`src/design/sls_pkg.sv`:
```
// Shared types, constants and saturating arithmetic helpers for the linear system solver.
`default_nettype none

package sls_pkg;

  localparam int MAX_SIZE = 4;
  localparam int DIM_W = 3;

  localparam logic signed [63:0] ONE_Q = 64'sd65536;
  localparam logic signed [63:0] Q_MAX = 64'sh7FFF_FFFF_FFFF_FFFF;
  localparam logic signed [63:0] Q_MIN = 64'sh8000_0000_0000_0000;

  localparam logic [1:0] CLASS_UNIQUE   = 2'd0;
  localparam logic [1:0] CLASS_INFINITE = 2'd1;
  localparam logic [1:0] CLASS_NONE     = 2'd2;

  typedef enum logic [4:0] {
    S_IDLE, S_CP, S_EC, S_PS, S_SW1, S_SW2, S_SW3, S_EL, S_ELD, S_EK, S_EKM,
    S_RK, S_DM, S_DB, S_DW, S_DDONE, S_CF, S_IVW, S_SX, S_SJ, S_SW, S_LD, S_OUT
  } sls_state_t;

  typedef enum logic [2:0] {
    A_IDLE, A_MUL, A_MRND, A_DIV, A_DRND
  } arith_state_t;

  typedef enum logic {
    OP_MUL, OP_DIV
  } arith_op_t;

  typedef struct packed {
    logic      start;
    arith_op_t op;
  } arith_req_t;

  function automatic logic signed [63:0] sadd64(input logic signed [63:0] a,
                                                input logic signed [63:0] b);
    logic signed [63:0] s;
    s = a + b;
    if (a[63] == b[63] && s[63] != a[63]) sadd64 = a[63] ? Q_MIN : Q_MAX;
    else sadd64 = s;
  endfunction

  function automatic logic signed [63:0] ssub64(input logic signed [63:0] a,
                                                input logic signed [63:0] b);
    logic signed [63:0] s;
    s = a - b;
    if (a[63] != b[63] && s[63] != a[63]) ssub64 = a[63] ? Q_MIN : Q_MAX;
    else ssub64 = s;
  endfunction

  function automatic logic [63:0] mag64(input logic signed [63:0] a);
    mag64 = a[63] ? 64'(-a) : 64'(a);
  endfunction

  function automatic logic signed [63:0] sat64(input logic [63:0] m, input logic neg,
                                               input logic ovf);
    if (neg) sat64 = (ovf || m[63]) ? Q_MIN : 64'(-m);
    else sat64 = (ovf || m[63]) ? Q_MAX : 64'(m);
  endfunction

endpackage

`default_nettype wire

```
`src/design/sls_arith.sv`:
```
// Shared multi-cycle Q48.16 multiplier and long divider with rounding and saturation.
`default_nettype none

module sls_arith import sls_pkg::*; (
  input  wire logic               clk,
  input  wire logic               rst_n,
  input  wire arith_req_t         req_i,
  input  wire logic signed [63:0] a_i,
  input  wire logic signed [63:0] b_i,
  output logic                    done_o,
  output logic signed [63:0]      res_o
);

  arith_state_t state_r, state_nxt;
  logic         done_r;
  logic [6:0]   cnt_r;
  logic         neg_r;
  logic [63:0]  ua_r, ub_r;
  logic [63:0]  pp_r;
  logic [127:0] acc_r;
  logic [79:0]  num_r, quo_r;
  logic [63:0]  rem_r;
  logic signed [63:0] res_r;

  logic [31:0]  ah, bh;
  logic [63:0]  prod;
  logic [127:0] pp_sh;
  logic [127:0] rnd;
  logic [64:0]  rem_sh;
  logic         qbit;
  logic [63:0]  qfin;

  always_comb begin
    case (cnt_r[1:0])
      2'd0: begin ah = ua_r[31:0];  bh = ub_r[31:0];  end
      2'd1: begin ah = ua_r[31:0];  bh = ub_r[63:32]; end
      2'd2: begin ah = ua_r[63:32]; bh = ub_r[31:0];  end
      default: begin ah = ua_r[63:32]; bh = ub_r[63:32]; end
    endcase
    prod = ah * bh;
    case (cnt_r[1:0])
      2'd1: pp_sh = {64'd0, pp_r};
      2'd2: pp_sh = {32'd0, pp_r, 32'd0};
      2'd3: pp_sh = {32'd0, pp_r, 32'd0};
      default: pp_sh = {pp_r, 64'd0};
    endcase
    rnd = acc_r + 128'h8000;
    rem_sh = {rem_r, num_r[79]};
    qbit = (rem_sh >= {1'b0, ub_r});
    qfin = quo_r[63:0] + (({rem_r, 1'b0} >= {1'b0, ub_r}) ? 64'd1 : 64'd0);
  end

  always_comb begin
    state_nxt = state_r;
    case (state_r)
      A_IDLE: begin
        if (req_i.start) state_nxt = (req_i.op == OP_MUL) ? A_MUL : A_DIV;
      end
      A_MUL: if (cnt_r == 7'd4) state_nxt = A_MRND;
      A_MRND: state_nxt = A_IDLE;
      A_DIV: if (cnt_r == 7'd79) state_nxt = A_DRND;
      A_DRND: state_nxt = A_IDLE;
      default: state_nxt = A_IDLE;
    endcase
  end

  always_ff @(posedge clk) begin
    if (!rst_n) begin
      state_r <= A_IDLE;
      done_r  <= 1'b0;
    end else begin
      state_r <= state_nxt;
      done_r  <= (state_r == A_MRND) || (state_r == A_DRND);
    end
  end

  always_ff @(posedge clk) begin
    case (state_r)
      A_IDLE: begin
        ua_r  <= mag64(a_i);
        ub_r  <= mag64(b_i);
        neg_r <= a_i[63] ^ b_i[63];
        acc_r <= '0;
        cnt_r <= '0;
        num_r <= {mag64(a_i), 16'd0};
        rem_r <= '0;
        quo_r <= '0;
      end
      A_MUL: begin
        pp_r  <= prod;
        if (cnt_r != 7'd0) acc_r <= acc_r + pp_sh;
        cnt_r <= cnt_r + 7'd1;
      end
      A_MRND: res_r <= sat64(rnd[79:16], neg_r, |rnd[127:80]);
      A_DIV: begin
        rem_r <= qbit ? 64'(rem_sh - {1'b0, ub_r}) : rem_sh[63:0];
        quo_r <= {quo_r[78:0], qbit};
        num_r <= {num_r[78:0], 1'b0};
        cnt_r <= cnt_r + 7'd1;
      end
      A_DRND: begin
        if (ub_r == 64'd0) res_r <= '0;
        else if (|quo_r[79:63]) res_r <= sat64(64'd0, neg_r, 1'b1);
        else res_r <= sat64(qfin, neg_r, 1'b0);
      end
      default: ;
    endcase
  end

  assign done_o = done_r;
  assign res_o  = res_r;

endmodule

`default_nettype wire

```
`config.mk`:
```
export PLATFORM = sky130hd
export DESIGN_NAME = sls_arith
export DESIGN_NICKNAME = d
export VERILOG_FILES = /design/src/design/sls_pkg.sv /design/src/design/sls_arith.sv
export SDC_FILE = /design/constraint.sdc
export NUM_CORES = 2
export LEC_CHECK = 0
export BUFFER_PORTS_ARGS = -buffer_cell sky130_fd_sc_hd__buf_2
export CAP_MARGIN = 5
export CORE_MARGIN = 2
export CORE_UTILIZATION = 60
export DETAILED_ROUTE_END_ITERATION = 7
export GPL_TIMING_DRIVEN = 0
export PLACE_DENSITY = 0.73
export SYNTH_ARGS = -nofsm -noshare
export SYNTH_HDL_FRONTEND = slang
export SYNTH_SLANG_ARGS = --single-unit
```
`constraint.sdc`:
```
create_clock -name clk -period 32.1 [get_ports clk]
set_input_delay 0 -clock clk [delete_from_list [all_inputs] [get_ports clk]]
set_output_delay 0 -clock clk [all_outputs]
set_load 0.01 [all_outputs]
```
* Yosys cells after proc, flatten, opt, wreduce, memory -nomap -nowiden
Cells that the tools add are included.
Word-level totals: logic and storage cells 85, register bits after elaboration 620, output and inout bits 65, bits of input ports 132
Operators by class: mux-type cells 28, equal/unequal tests 13, order comparisons 2, bitwise operators 1, $add $sub $neg 9, multipliers 1, reductions and logical operators 18
Operator list (number):
- two-way mux 64 bit | 10
- one-hot mux 128 bit (2 select lines) | 2
- one-hot mux 80 bit (2 select lines) | 2
- negator 64 bit | 4
- one-hot mux 64 bit (2 select lines) | 2
- greater-or-equal comparator 65 x 64 -> 1 bit | 2
- adder 128 bit | 1
- adder 128 x 16 -> 128 bit, second input constant | 1
- two-way mux 128 bit | 1
- two-way mux 63 bit | 2
- adder 64 x 1 -> 64 bit | 1
- zero test 64 bit | 1
- multiplier 32 x 32 -> 64 bit | 1
- two-way mux 32 bit | 2
- subtractor 64 bit | 1
- OR reduction 48 bit | 1
- OR reduction 17 bit | 1
- one-hot mux 7 bit (2 select lines) | 1
- two-way mux 3 bit | 3
- one-hot mux 3 bit (3 select lines) | 1
- != test 2 bit, second input constant | 4
- nonzero test 2 bit | 4
- OR reduction 2 bit | 4
- adder 7 x 1 -> 7 bit, second input constant | 1
- 16 further kinds | 19

* Depth between registers and ports, before layout
depth after elaboration 9, depth in mapped cells 39, mapped depth without buffers 35

* Worst setup path after synthesis
OpenSTA, ideal clock, no wires.
path kind register -> register, start point reg cnt_r[0], end point reg pp_r[63] (data pin), path buffers 4, data arrival time 10317 ps, required time 31834 ps, clock period less this slack 10583 ps, stages on the path, launching flop included 37, slack 21517 ps, setup time 266 ps, cells stage by stage edfxtp_1 inv_1 ha_1 clkbuf_1 nor2_1 clkbuf_1 clkbuf_1 mux2i_1 clkbuf_1 nor2_1 fa_1 fa_1 fa_1 inv_1 fa_1 inv_1 fa_1 inv_1 fa_1 inv_1 fa_1 inv_1 fa_1 inv_1 ha_1 and3_1 a22o_1 o31a_1 a2111oi_0 nor3_1 o21ai_0 o21ai_0 and2_1 o41ai_1 nor2_1 o41ai_1 xnor2_1
Between the ends: word-level cells in the longest chain between the ends 4, elaborated cells between the ends (all ways) 8, those cells by class mul (1); eq/ne (2); mux (2); reduce/logical (3)
Ends and longest elaborated chain:
- from (decl) | line sls_arith.sv:16 | logic [6:0] cnt_r;
- from (signal assigned) | line sls_arith.sv:92 | cnt_r <= cnt_r + 7'd1;
- from (signal assigned) | line sls_arith.sv:99 | cnt_r <= cnt_r + 7'd1;
- == test 2 x 1 -> 1 bit, or another cell as far along | line sls_arith.sv:34 | case (cnt_r[1:0])
- OR reduction 2 bit (no source line)
- two-way mux 32 bit | line sls_arith.sv:34
- multiplier 32 x 32 -> 64 bit * | line sls_arith.sv:40 | prod = ah * bh;
- via prod[63] | line sls_arith.sv:26 | logic [63:0] prod;
- to (signal assigned) | line sls_arith.sv:90 | pp_r <= prod;
- to (decl) | line sls_arith.sv:19 | logic [63:0] pp_r;
Mark *: on every way through the listed nets, which the timed path passes. The rest lies on a longest branch. A chain may end at the register's enable or synchronous reset.

* Worst setup path after layout
Ends and elaborated chain as after synthesis.

==> results.py <==
metrics = {
    "outcome": {
        "run_status": "finished, violations left",
        "violations": "design-rule violations, max-capacitance violations, max-slew violations",
    },
    "synth": {
        "ys.warnings.count": 0,
        "ys_top_cells_by_count": "1,260 x nor2_1, 1,111 x inv_1, 964 x nand2_1",
        "synthFlopType": "edfxtp_1",
        "synthesis.nets": 10800,
        "yosys_register_bits": 604,
        "synth_cell_types": 86,
        "synth_edf_count": 600,
        "async_flop_share_pct": 0,
        "synth-seq-area-share_pct": 22.6,
        "yosysMostFrequentCell": "nor2_1",
        "synth_top_area_share_pct": 22.5,
        "synth_top_area_cell": "edfxtp_1",
        "synth.area.top_cells": "edfxtp_1 23%, fa_1 22%, ha_1 7.3%",
        "synth.avg_cell_area_um2": 8.63,
        "synthCells": 9279,
        "synth_area_mm2": 0.0801,
    },
    "global_routing": {
        "grt_antenna_before_repair": 16,
        "grt_overflow": 0,
        "grt_max_degree": 101,
        "grt_first_pass_wirelength_um": 488000,
        "grt_pass1_vias": 74000,
        "grt.total_usage_pct": 49.2,
    },
    "sta": {
        "drv_slew": 13,
        "relSlewSlack_pct": -10.5,
        "setup_viol": 0,
        "timing.fmax_mhz": 69.7,
        "finalHoldViolCount": 0,
        "timing.final.crit_share_pct": 44.7,
        "post-route-min-period_ns": 14.35,
        "finClkSkew_ns": 0.0417,
        "rsz0062_at_grt": "no",
        "worst_pin_slew_ns": 1.64,
        "tns_ns": 0,
    },
    "floorplan": {
        "die-area_mm2": 0.136,
        "start_util_pct": 60.2,
        "io_pins": 197,
        "dieHeight_um": 369,
        "die_w_um": 369,
        "rows": 134,
        "coreArea_mm2": 0.133,
    },
    "setup_path": {
        "arrival_ns": 14.80,
        "critical_path_buf_inv_count": 12,
        "path_max_fanout": 10,
        "setup.worst_path.start_class": "flip-flop",
        "critPathMaxStageDelay_ns": 0.98,
        "critPathKind": "reg2reg",
        "path_delay_family": "adder cells",
        "crit_slowest_cell": "clkbuf_1",
        "cp-end-kind": "flip-flop",
        "required_ns": 32.55,
    },
    "clock_tree": {
        "cts.sinks": 604,
        "clockRootBuffer": "clkbuf_16",
        "cts_tree": "built",
        "post-cts-setup-buffers": 0,
        "path_clk_slew_ns": 0.06,
        "cts.repair.resized": 0,
        "clk_latency_ns": 0.71,
        "cts_max_level": 3,
        "cts_max_path_buffers": 3,
        "cts_buffers": 71,
        "ctsHoldBuffers": 207,
    },
    "detailed_routing": {
        "vias": 76800,
        "drc": 5,
        "drtPass1Iterations": 8,
        "via_per_inst": 6.60,
        "drt_iter0_markers": 11400,
        "route.met3.wl_um": 47900,
        "wl_per_cell_um": 29.2,
        "ant_nets": 0,
        "dr.max_layer_used": "met5",
        "routed_wirelength_um": 339000,
        "wl_met2_um": 140000,
        "wl_met1_um": 118000,
    },
    "flow_run": {
        "max_cap_violations": 2,
    },
    "finish": {
        "nNetsFinal": 11300,
        "ff_latch_area_mm2": 0.0181,
        "fillCellCount": 10900,
        "multiInputGateArea_mm2": 0.0562,
        "syn_to_final_growth_pct": 10.5,
        "fin_area_mm2": 0.0885,
        "drive_above_1_share_pct": 4.93,
    },
    "place": {
        "dp_hpwl_um": 267000,
        "port_buffers": 195,
        "gp_congestion": 1.12,
        "placed_cell_area_mm2": 0.0841,
    },
    "worst_hold_path": {
        "hold_path.class": "in2reg",
    },
}
[area by class of cell]
type | count | share of cell area (%)
multi-input combinational | 7087 | 63.5
sequential | 604 | 20.5
inverter | 1111 | 4.72
timing repair buffer | 453 | 4.21
tap | 1768 | 2.50
clock buffer | 88 | 2.13
buffer | 477 | 2.03
clock inverter | 40 | 0.419
antenna | 10 | 0.0283
[kinds of logic (layout without fill, tap and decap cells)]
| group | count (synthesis) | count (layout) | share of synthesized area, % |
|---|---|---|---|
| and+or+nand+nor | 3400 | 3400 | 19.5 |
| AOI/OAI and AO/OA | 1650 | 1650 | 13.0 |
| buffers and inverters | 1588 | 2169 | 7.45 |
| adders and majority gates | 1363 | 1363 | 29.7 |
| DFF | 604 | 604 | 22.6 |
| xor gates and xnor gates | 524 | 524 | 5.73 |
| muxes | 150 | 150 | 1.94 |
| other | 0 | 10 | 0 |
[path summary, 6_finish.rpt]
| check | start | endpoint | slack, ns | cells past startpoint |
|---|---|---|---|---|
| setup reg to reg | cnt_r[0] | pp_r[63] | 17.75 | 37 |
| hold reg to reg | num_r[75] | num_r[76] | 0.51 | 2 |
| setup / recovery | cnt_r[0] | pp_r[63] | 17.75 | 37 |
| hold / removal | b_i[63] | ub_r[22] | 0.05 | 3 |
[state kept, by name, indices dropped and copies added (netlist names)]
name,cells
acc_r,128
quo_r,80
num_r,64
pp_r,64
rem_r,64
res_o,64
ua_r,64
ub_r,64
cnt_r,7
state_r,3
done_o,1
neg_r,1
[per-stage QoR]
step	std cells	hold WS (ns)	worst slack (ns)	util [%]
after floorplan	9279	0.0989	21.52	-
after global placement	11200	0.280	18.00	62.6
after detailed placement	11300	0.280	17.57	63.2
after CTS	11600	0.00397	17.51	66.5
after global routing	11600	0.0693	17.32	66.5
final	11600	0.0451	17.75	66.5
[cells in the final DEF, fill, tap and decap left out, drive strengths merged, types with 59 or more instances in the layout]
master,netlist,layout
dlygate4sd3,0,207
o31ai,70,70
xor2,183,183
fa,898,898
nand4,185,185
a21o,175,175
ha,465,465
a22o,66,66
xnor2,341,341
a31oi,59,59
a21oi,531,531
nor4,71,71
inv,1111,1114
buf,27,272
mux2i,108,108
nand3,215,215
nand2,964,964
o21bai,63,63
and3,154,154
nor2,1260,1260
and2,120,120
o21ai,352,352
edfxtp,600,600
nor3,122,122
clkbuf,450,538
[routing by layer]
layer  track usage (%)  vias up
met5              1.28        -
li1                  -    32400
met1              60.0    36800
met4              36.3       28
met2              71.6     6074
met3              17.5     1543
[worst reg2reg max path, delay by kind of cell (launching register included)]
| family | cells | cell delay [ns] |
|---|---|---|
| multiplexers | 1 | 0.82 |
| adder cells (fa/ha/maj) | 10 | 4.52 |
| buffers and inverters | 12 | 3.52 |
| AND/OR/NAND/NOR | 6 | 1.64 |
| AO/OA/AOI/OAI | 7 | 3.01 |
| flip-flops | 1 | 0.46 |
| XOR/XNOR | 1 | 0.12 |
Power is left out: the tool's default activity adds up to more than one toggle a clock period on the data nets, which glitch-free logic cannot reach.
